$ cat config.mk
export PLATFORM = sky130hd
export DESIGN_NAME = bounded_wait_lock_arbiter
export DESIGN_NICKNAME = d
export VERILOG_FILES = /design/src/hw/rtl/bwl_pkg.sv /design/src/hw/rtl/bounded_wait_lock_arbiter.sv /design/src/hw/rtl/bwl_front.sv /design/src/hw/rtl/bwl_cmd_fifo.sv /design/src/hw/rtl/bwl_back.sv
export SDC_FILE = /design/constraint.sdc
export NUM_CORES = 1
export LEC_CHECK = 0
export BUFFER_PORTS_ARGS = -buffer_cell sky130_fd_sc_hd__buf_4
export CAP_MARGIN = 20
export CORE_MARGIN = 2
export CORE_UTILIZATION = 60
export DETAILED_ROUTE_END_ITERATION = 6
export MAX_ROUTING_LAYER = met4
export PLACE_DENSITY = 0.91
export SETUP_SLACK_MARGIN = 0.2
export SLEW_MARGIN = 10
export SYNTH_ARGS = -nofsm -noshare
export SYNTH_HDL_FRONTEND = slang
export SYNTH_SLANG_ARGS = --single-unit
$ cat constraint.sdc
create_clock -name clk -period 2.5 [get_ports clk]
set_input_delay 0.625 -clock clk [delete_from_list [all_inputs] [get_ports clk]]
set_output_delay 0.625 -clock clk [all_outputs]
set_load 0.05 [all_outputs]
$ cat src/hw/rtl/bwl_pkg.sv
// ----------------------------------------------------------------------------
// Bounded-wait lock arbiter package
// Shared types and constants for the front end, command queue and back end.
// ----------------------------------------------------------------------------
package bwl_pkg;

  localparam int SLOT_W = 4;
  localparam int MODE_W = 2;

  // Operation codes as they arrive on the mode field.
  localparam logic [MODE_W-1:0] MODE_ASSIGN = 2'd0;
  localparam logic [MODE_W-1:0] MODE_ENTER  = 2'd1;
  localparam logic [MODE_W-1:0] MODE_LEAVE  = 2'd2;

  // Command queue geometry.
  localparam int CMDQ_DEPTH = 2;
  localparam int CMDQ_AW    = 1;
  localparam int CMDQ_CW    = 2;

  // Classified operation after range checking.
  typedef enum logic [1:0] {
    OP_ASSIGN,
    OP_ENTER,
    OP_LEAVE,
    OP_IGNORE
  } op_t;

  typedef struct packed {
    op_t               op;
    logic [SLOT_W-1:0] slot;
  } cmd_t;

  typedef struct packed {
    logic              grant_valid;
    logic [SLOT_W-1:0] granted_slot;
    logic              lock_free;
    logic [SLOT_W-1:0] assigned_slot;
    logic              status;
  } result_t;

  typedef enum logic {
    ST_IDLE,
    ST_SCAN
  } back_state_t;

  typedef struct packed {
    logic scanning;
    logic lock_held;
  } back_sts_t;

endpackage

$ cat src/hw/rtl/bounded_wait_lock_arbiter.sv
// ----------------------------------------------------------------------------
// Bounded-wait lock arbiter
// Hardware mutex with slot assignment and round-robin handoff on release.
// ----------------------------------------------------------------------------
//
//  Channel   Handshake        Fields
//  -------   --------------   -----------------------------------------------
//  request   push / full      mode, slot
//  result    empty / pop      grant_valid, granted_slot, lock_free,
//                             assigned_slot, status
//
// Assign, enter and ignored operations are written into the command queue at
// the push transfer and then loaded into the result register, from which the
// result transfers out on a pop.
// A leave first has the back end scan the waiting marks, inspecting from one
// to SLOTS-1 marks; the scan reads one mark per cycle.
// Reset clears the lock, all waiting marks, the slot counter, the command
// queue and the result valid flag.
// The command queue keeps taking requests while a result waits for its pop.
//
module bounded_wait_lock_arbiter #(
  parameter int SLOTS = 10
) (
  input  logic                         clk,
  input  logic                         rst,
  input  logic                         push,
  output logic                         full,
  input  logic [bwl_pkg::MODE_W-1:0]   mode,
  input  logic [bwl_pkg::SLOT_W-1:0]   slot,
  output logic                         empty,
  input  logic                         pop,
  output logic                         grant_valid,
  output logic [bwl_pkg::SLOT_W-1:0]   granted_slot,
  output logic                         lock_free,
  output logic [bwl_pkg::SLOT_W-1:0]   assigned_slot,
  output logic                         status
);

  bwl_pkg::cmd_t               front_cmd;
  bwl_pkg::cmd_t               q_cmd;
  logic                        q_empty;
  logic [bwl_pkg::CMDQ_CW-1:0] q_count;
  logic                        q_take;
  bwl_pkg::result_t            res;
  logic                        res_valid;
  bwl_pkg::back_sts_t          back_sts;

  // The front end classifies each request so the back end sees only
  // in-range slot operations or an explicit ignore.
  bwl_front #(.SLOTS(SLOTS)) u_front (
    .mode (mode),
    .slot (slot),
    .cmd  (front_cmd)
  );

  // The command queue lets requests transfer in while the back end scans.
  bwl_cmd_fifo u_cmdq (
    .clk     (clk),
    .rst     (rst),
    .wr_en   (push),
    .wr_data (front_cmd),
    .full    (full),
    .rd_en   (q_take),
    .rd_data (q_cmd),
    .empty   (q_empty),
    .count   (q_count)
  );

  // The back end owns the lock state and the single result register.
  bwl_back #(.SLOTS(SLOTS)) u_back (
    .clk       (clk),
    .rst       (rst),
    .cmd_valid (!q_empty),
    .cmd       (q_cmd),
    .cmd_take  (q_take),
    .res       (res),
    .res_valid (res_valid),
    .res_pop   (pop),
    .sts       (back_sts)
  );

  assign empty         = !res_valid;
  assign grant_valid   = res.grant_valid;
  assign granted_slot  = res.granted_slot;
  assign lock_free     = res.lock_free;
  assign assigned_slot = res.assigned_slot;
  assign status        = res.status;

  // A scan only starts once the result register is free, so no result
  // can be waiting while the back end walks the marks.
  a_scan_no_result: assert property (@(posedge clk) disable iff (rst)
    back_sts.scanning |-> empty)
    else $error("result pending during leave scan");

  // While a result waits, the lock state cannot move, so the reported
  // lock state must match the live one.
  a_lock_matches: assert property (@(posedge clk) disable iff (rst)
    !empty |-> (lock_free == !back_sts.lock_held))
    else $error("reported lock state differs from held state");

  // The back end takes no command while scanning, so the queue cannot drain.
  a_queue_holds: assert property (@(posedge clk) disable iff (rst)
    back_sts.scanning |=> (q_count >= $past(q_count)))
    else $error("command queue drained during leave scan");

endmodule

$ cat src/hw/rtl/bwl_front.sv
// ----------------------------------------------------------------------------
// Bounded-wait lock arbiter front end
// Decodes the mode field and range-checks the slot into a queued command.
// ----------------------------------------------------------------------------
module bwl_front #(
  parameter int SLOTS = 10
) (
  input  logic [bwl_pkg::MODE_W-1:0] mode,
  input  logic [bwl_pkg::SLOT_W-1:0] slot,
  output bwl_pkg::cmd_t              cmd
);

  logic in_range;

  assign in_range = (32'(slot) < SLOTS);

  always_comb begin
    cmd.slot = slot;
    unique case (mode)
      bwl_pkg::MODE_ASSIGN: cmd.op = bwl_pkg::OP_ASSIGN;
      bwl_pkg::MODE_ENTER:  cmd.op = in_range ? bwl_pkg::OP_ENTER : bwl_pkg::OP_IGNORE;
      bwl_pkg::MODE_LEAVE:  cmd.op = in_range ? bwl_pkg::OP_LEAVE : bwl_pkg::OP_IGNORE;
      default:              cmd.op = bwl_pkg::OP_IGNORE;
    endcase
  end

endmodule

$ cat src/hw/rtl/bwl_cmd_fifo.sv
// ----------------------------------------------------------------------------
// Bounded-wait lock arbiter command queue
// Short register queue that decouples the front end from the back end.
// ----------------------------------------------------------------------------
module bwl_cmd_fifo (
  input  logic                         clk,
  input  logic                         rst,
  input  logic                         wr_en,
  input  bwl_pkg::cmd_t                wr_data,
  output logic                         full,
  input  logic                         rd_en,
  output bwl_pkg::cmd_t                rd_data,
  output logic                         empty,
  output logic [bwl_pkg::CMDQ_CW-1:0]  count
);

  bwl_pkg::cmd_t                entries [bwl_pkg::CMDQ_DEPTH];
  logic [bwl_pkg::CMDQ_AW-1:0]  wr_ptr;
  logic [bwl_pkg::CMDQ_AW-1:0]  rd_ptr;
  logic                         do_wr;
  logic                         do_rd;

  assign full    = (count == bwl_pkg::CMDQ_CW'(bwl_pkg::CMDQ_DEPTH));
  assign empty   = (count == '0);
  assign do_wr   = wr_en && !full;
  assign do_rd   = rd_en && !empty;
  assign rd_data = entries[rd_ptr];

  function automatic logic [bwl_pkg::CMDQ_AW-1:0] ptr_inc(
    input logic [bwl_pkg::CMDQ_AW-1:0] p
  );
    ptr_inc = (p == bwl_pkg::CMDQ_AW'(bwl_pkg::CMDQ_DEPTH - 1)) ? '0 : p + 1'b1;
  endfunction

  always_ff @(posedge clk) begin
    if (rst) begin
      wr_ptr <= '0;
      rd_ptr <= '0;
      count  <= '0;
    end else begin
      if (do_wr) wr_ptr <= ptr_inc(wr_ptr);
      if (do_rd) rd_ptr <= ptr_inc(rd_ptr);
      if (do_wr && !do_rd) count <= count + 1'b1;
      else if (do_rd && !do_wr) count <= count - 1'b1;
    end
  end

  always_ff @(posedge clk) begin
    if (do_wr) entries[wr_ptr] <= wr_data;
  end

endmodule

$ cat src/hw/rtl/bwl_back.sv
// ----------------------------------------------------------------------------
// Bounded-wait lock arbiter back end
// Holds the lock state, runs operations and scans waiting marks on leave.
// ----------------------------------------------------------------------------
module bwl_back #(
  parameter int SLOTS = 10
) (
  input  logic               clk,
  input  logic               rst,
  input  logic               cmd_valid,
  input  bwl_pkg::cmd_t      cmd,
  output logic               cmd_take,
  output bwl_pkg::result_t   res,
  output logic               res_valid,
  input  logic               res_pop,
  output bwl_pkg::back_sts_t sts
);

  localparam int SIDX_W = $clog2(SLOTS);
  localparam int CNT_W  = $clog2(SLOTS + 1);

  bwl_pkg::back_state_t state, state_next;
  logic [SLOTS-1:0]     marks, marks_next;
  logic                 lock_held, lock_held_next;
  logic [CNT_W-1:0]     next_free, next_free_next;
  logic [SIDX_W-1:0]    cand, cand_next;
  logic [SIDX_W-1:0]    remain, remain_next;
  bwl_pkg::result_t     res_next;
  logic                 res_load;
  logic [SIDX_W-1:0]    slot_idx;

  function automatic logic [SIDX_W-1:0] wrap_inc(input logic [SIDX_W-1:0] i);
    wrap_inc = (i == SIDX_W'(SLOTS - 1)) ? '0 : i + 1'b1;
  endfunction

  assign slot_idx = SIDX_W'(cmd.slot);
  assign cmd_take = (state == bwl_pkg::ST_IDLE) && cmd_valid && (!res_valid || res_pop);
  assign sts.scanning  = (state == bwl_pkg::ST_SCAN);
  assign sts.lock_held = lock_held;

  // Next state.
  always_comb begin
    state_next = state;
    unique case (state)
      bwl_pkg::ST_IDLE: begin
        if (cmd_take && cmd.op == bwl_pkg::OP_LEAVE) state_next = bwl_pkg::ST_SCAN;
      end
      bwl_pkg::ST_SCAN: begin
        if (marks[cand] || remain == SIDX_W'(1)) state_next = bwl_pkg::ST_IDLE;
      end
      default: state_next = bwl_pkg::ST_IDLE;
    endcase
  end

  // Datapath updates and result formation.
  always_comb begin
    marks_next     = marks;
    lock_held_next = lock_held;
    next_free_next = next_free;
    cand_next      = cand;
    remain_next    = remain;
    res_next       = '0;
    res_next.lock_free = !lock_held;
    res_load       = 1'b0;
    unique case (state)
      bwl_pkg::ST_IDLE: begin
        if (cmd_take) begin
          unique case (cmd.op)
            bwl_pkg::OP_ASSIGN: begin
              res_load = 1'b1;
              if (next_free < CNT_W'(SLOTS)) begin
                res_next.assigned_slot = bwl_pkg::SLOT_W'(next_free);
                next_free_next = next_free + 1'b1;
              end else begin
                res_next.status = 1'b1;
              end
            end
            bwl_pkg::OP_ENTER: begin
              res_load = 1'b1;
              res_next.lock_free = 1'b0;
              if (!lock_held) begin
                lock_held_next           = 1'b1;
                marks_next[slot_idx]     = 1'b0;
                res_next.grant_valid     = 1'b1;
                res_next.granted_slot    = cmd.slot;
              end else begin
                marks_next[slot_idx]     = 1'b1;
              end
            end
            bwl_pkg::OP_LEAVE: begin
              cand_next   = wrap_inc(slot_idx);
              remain_next = SIDX_W'(SLOTS - 1);
            end
            default: res_load = 1'b1;
          endcase
        end
      end
      bwl_pkg::ST_SCAN: begin
        if (marks[cand]) begin
          res_load              = 1'b1;
          marks_next[cand]      = 1'b0;
          lock_held_next        = 1'b1;
          res_next.grant_valid  = 1'b1;
          res_next.granted_slot = bwl_pkg::SLOT_W'(cand);
          res_next.lock_free    = 1'b0;
        end else if (remain == SIDX_W'(1)) begin
          res_load           = 1'b1;
          lock_held_next     = 1'b0;
          res_next.lock_free = 1'b1;
        end else begin
          cand_next   = wrap_inc(cand);
          remain_next = remain - 1'b1;
        end
      end
      default: ;
    endcase
  end

  always_ff @(posedge clk) begin
    if (rst) begin
      state     <= bwl_pkg::ST_IDLE;
      marks     <= '0;
      lock_held <= 1'b0;
      next_free <= '0;
      res_valid <= 1'b0;
    end else begin
      state     <= state_next;
      marks     <= marks_next;
      lock_held <= lock_held_next;
      next_free <= next_free_next;
      if (res_load) res_valid <= 1'b1;
      else if (res_pop) res_valid <= 1'b0;
    end
  end

  always_ff @(posedge clk) begin
    cand   <= cand_next;
    remain <= remain_next;
    if (res_load) res <= res_next;
  end

endmodule
==> flow_metrics.py <==
metrics = {
    "cells_and_area": {
        "layout_commonest_cell": "edfxtp_1",
        "seq_area_um2": 1370,
        "n_fill_cell": 353,
        "multi_input_area_um2": 1470,
        "syn_to_final_growth_pct": 9.25,
        "diodes": 0,
        "layout_common_cells": "31 x edfxtp_1, 28 x buf_4, 22 x dfxtp_1, 16 x nor2_1, 15 x nand2_1",
        "drive_gt1_share_pct": 17.6,
        "nNetsFinal": 314,
        "final_cells": 368,
    },
    "cts": {
        "cts_tree": "yes",
        "clk_latency_ns": 0.32,
        "root_buffer": "clkbuf_8",
        "numCtsBuffers": 5,
        "clock_sinks": 53,
        "cts_buffer_depth": 2,
        "h-tree-depth": 2,
        "holdBufCountCts": 0,
        "clk_pin_slew_worst_paths_ns": 0.10,
    },
    "synthesis": {
        "synth_edf_count": 31,
        "synth_top_family_by_area": "compound AO/OA/AOI/OAI gates",
        "synth_simple_gate_area_share_pct": 15.1,
        "synthXorXnorAreaFrac_pct": 3.19,
        "synthesis.area_um2": 3020,
        "synth_compound_area_share_pct": 24.5,
        "async_reset_ff_share_pct": 0,
        "synth_top_area_cell": "edfxtp_1",
        "yosysUniqueCellTypes": 73,
        "synth_fa_ha_area_share_pct": 1.66,
        "ys.flop_type": "edfxtp_1",
        "yosys.area.top_type_share_pct": 30.8,
        "syn_nets": 299,
        "syn_avg_cell_area_um2": 10.6,
        "synthMuxAreaShare_pct": 3.98,
        "ys.warnings.count": 0,
        "seq_area_frac_synth_pct": 45.4,
        "synth_seq_cells": 53,
        "netlist_instances": 285,
        "ys_top_cells_by_area": "edfxtp_1 31%, dfxtp_1 15%, mux2i_1 2.0%",
    },
    "status": {
        "status": "completed",
    },
    "routing": {
        "routed_wl_um": 6800,
        "ant_nets": 0,
        "drt_iter0_drc": 236,
        "drc_errors": 0,
        "vias_per_cell": 6.69,
        "post_drt_wl_per_cell_um": 18.5,
        "vias": 2461,
        "drt_pass1_iterations": 5,
    },
    "timing": {
        "period_needed_ns": 2.14,
        "setup_viol": 0,
        "fmax_ghz": 0.467,
        "final.setup_skew_ns": 0.0127,
        "hold_viol": 0,
        "relSlewSlack_pct": 48.8,
        "fin_crit_sh_pct": 85.6,
        "fin_hold_ws_ns": 0.499,
        "setup_tns_ns": 0,
        "tightest_slew_ns": 0.767,
        "fin_ws_ns": 0.359,
        "drv_slew": 0,
        "rsz0062_at_grt": "true",
    },
    "hold_path": {
        "hold_depth": 1,
        "min-delay-start": "slot[0]",
        "min_to": "u_cmdq.entries[1][0]",
        "holdCritPathClass": "in2reg",
    },
    "worst_setup_path": {
        "reg2reg_depth": 5,
        "cp.arrival_ns": 2.38,
        "cp.required_ns": 2.74,
        "r2r_start": "u_cmdq.entries[0][5]",
        "cp-start-kind": "flop",
        "ff2ff_setup_slack_ns": 0.36,
        "slowest_delay_ns": 0.47,
        "path_max_fanout": 11,
        "crit_start": "u_cmdq.entries[0][5]",
        "cp_cell_sequence": "or3b_1 > a211oi_4 > o21a_1 > a2111oi_0 > a211oi_1",
        "endpoint_kind": "flop",
        "path_class": "reg2reg",
        "slowest_stage": "a211oi_4",
    },
    "floorplan": {
        "die_h_um": 74.9,
        "initial_utilization_pct": 63.1,
        "core.rowCount": 25,
        "die_w_um": 74.9,
        "core_um2": 4790,
        "pin_count": 23,
        "dieArea_um2": 5610,
    },
    "place": {
        "place_congestion": 0.950,
        "placedCellCount": 360,
        "port_buffers": 22,
        "place_ws_ns": 0.252,
        "dp_hpwl_um": 4750,
    },
    "global_route": {
        "grt-ovfl-total": 0,
        "grt_pass1_wl_um": 10700,
        "grt_pass1_vias": 2215,
        "grt_antenna_before_repair": 0,
        "grt_util_all_layers_pct": 26.5,
        "grt_max_degree": 38,
    },
    "power_and_ir_drop": {
        "worst_ir_drop_vdd_mv": 0.658,
        "p_leak_nw": 1.20,
        "power_density_nw_per_um2": 1040,
        "total_power_mw": 3.42,
    },
    "flow_run": {
        "drv_cap": 0,
    },
}
area by class of cell:
| type | count | share of cell area, % |
|---|---|---|
| Multi-Input combinational cell | 198 | 44.6 |
| Sequential cell | 53 | 41.6 |
| Timing Repair Buffer | 28 | 6.38 |
| Clock buffer | 6 | 2.85 |
| Tap cell | 67 | 2.54 |
| Inverter | 14 | 1.59 |
| Clock inverter | 2 | 0.417 |
worst max-delay path: cells and delay by family, from the launching register on:
family / cells / cell delay [ns]
compound gates: 4 / 1.21
flops: 1 / 0.42
simple gates: 1 / 0.42
cells in the mapped netlist, types with 5 or more instances:
cell type  number
nor2_1         16
nand2_1        16
buf_2           6
a31oi_1         7
and2_1          7
dfxtp_1        22
inv_1          14
a21oi_1         9
nor2b_1         7
a211oi_1        8
clkbuf_1        6
xor2_1          5
xnor2_1         6
mux2i_1         6
nand2b_1        9
o21ai_0         7
edfxtp_1       31
report_power, final:
group | internal [mW] | switching (mW) | total, mW | leakage, nW
sequential | 1.20 | 0.176 | 1.37 | 0.465
combinational | 0.510 | 0.987 | 1.50 | 0.681
clock | 0.260 | 0.294 | 0.554 | 0.0567
layer usage:
metal	vias to the layer above	global-route usage, %	routed length [um]
met4	0	10.9	213
met5	-	-	0
li1	1113	-	-
met1	1197	34.0	2820
met2	130	40.3	3230
met3	21	6.43	545
cell families after synthesis:
kind of cell / Yosys count
simple gates: 80
compound gates: 93
buf+inv: 34
flops: 53
mux: 10
xor+xnor: 11
fa+ha+maj: 4
metrics by stage:
step	utilization, %	instance area (um^2)
floorplan	-	3020
global placement	66.4	3180
detailed placement	66.4	3180
CTS	68.7	3290
global route	68.9	3300
finish	68.9	3300
how the worst max path moves through the flow:
| stage | slack, ns | endpoint |
|---|---|---|
| 6_report | 0.36 | flop |
| 4_1_cts | 0.23 | flop |
| 2_1_floorplan | 0.50 | u_back.res[0] |
| 3_5_place_dp | 0.25 | flop |
| 5_1_grt | 0.18 | flop |
| 3_3_place_gp | 0.34 | flop |
repair_timing:
action / 4_1_cts / 5_1_grt
buffers inserted: 0 / 0
endpoints found under the hold margin: 0 / 0
setup endpoints to repair: 0 / 16
resized for setup: 0 / 2
(Power assumes the default switching activity.)
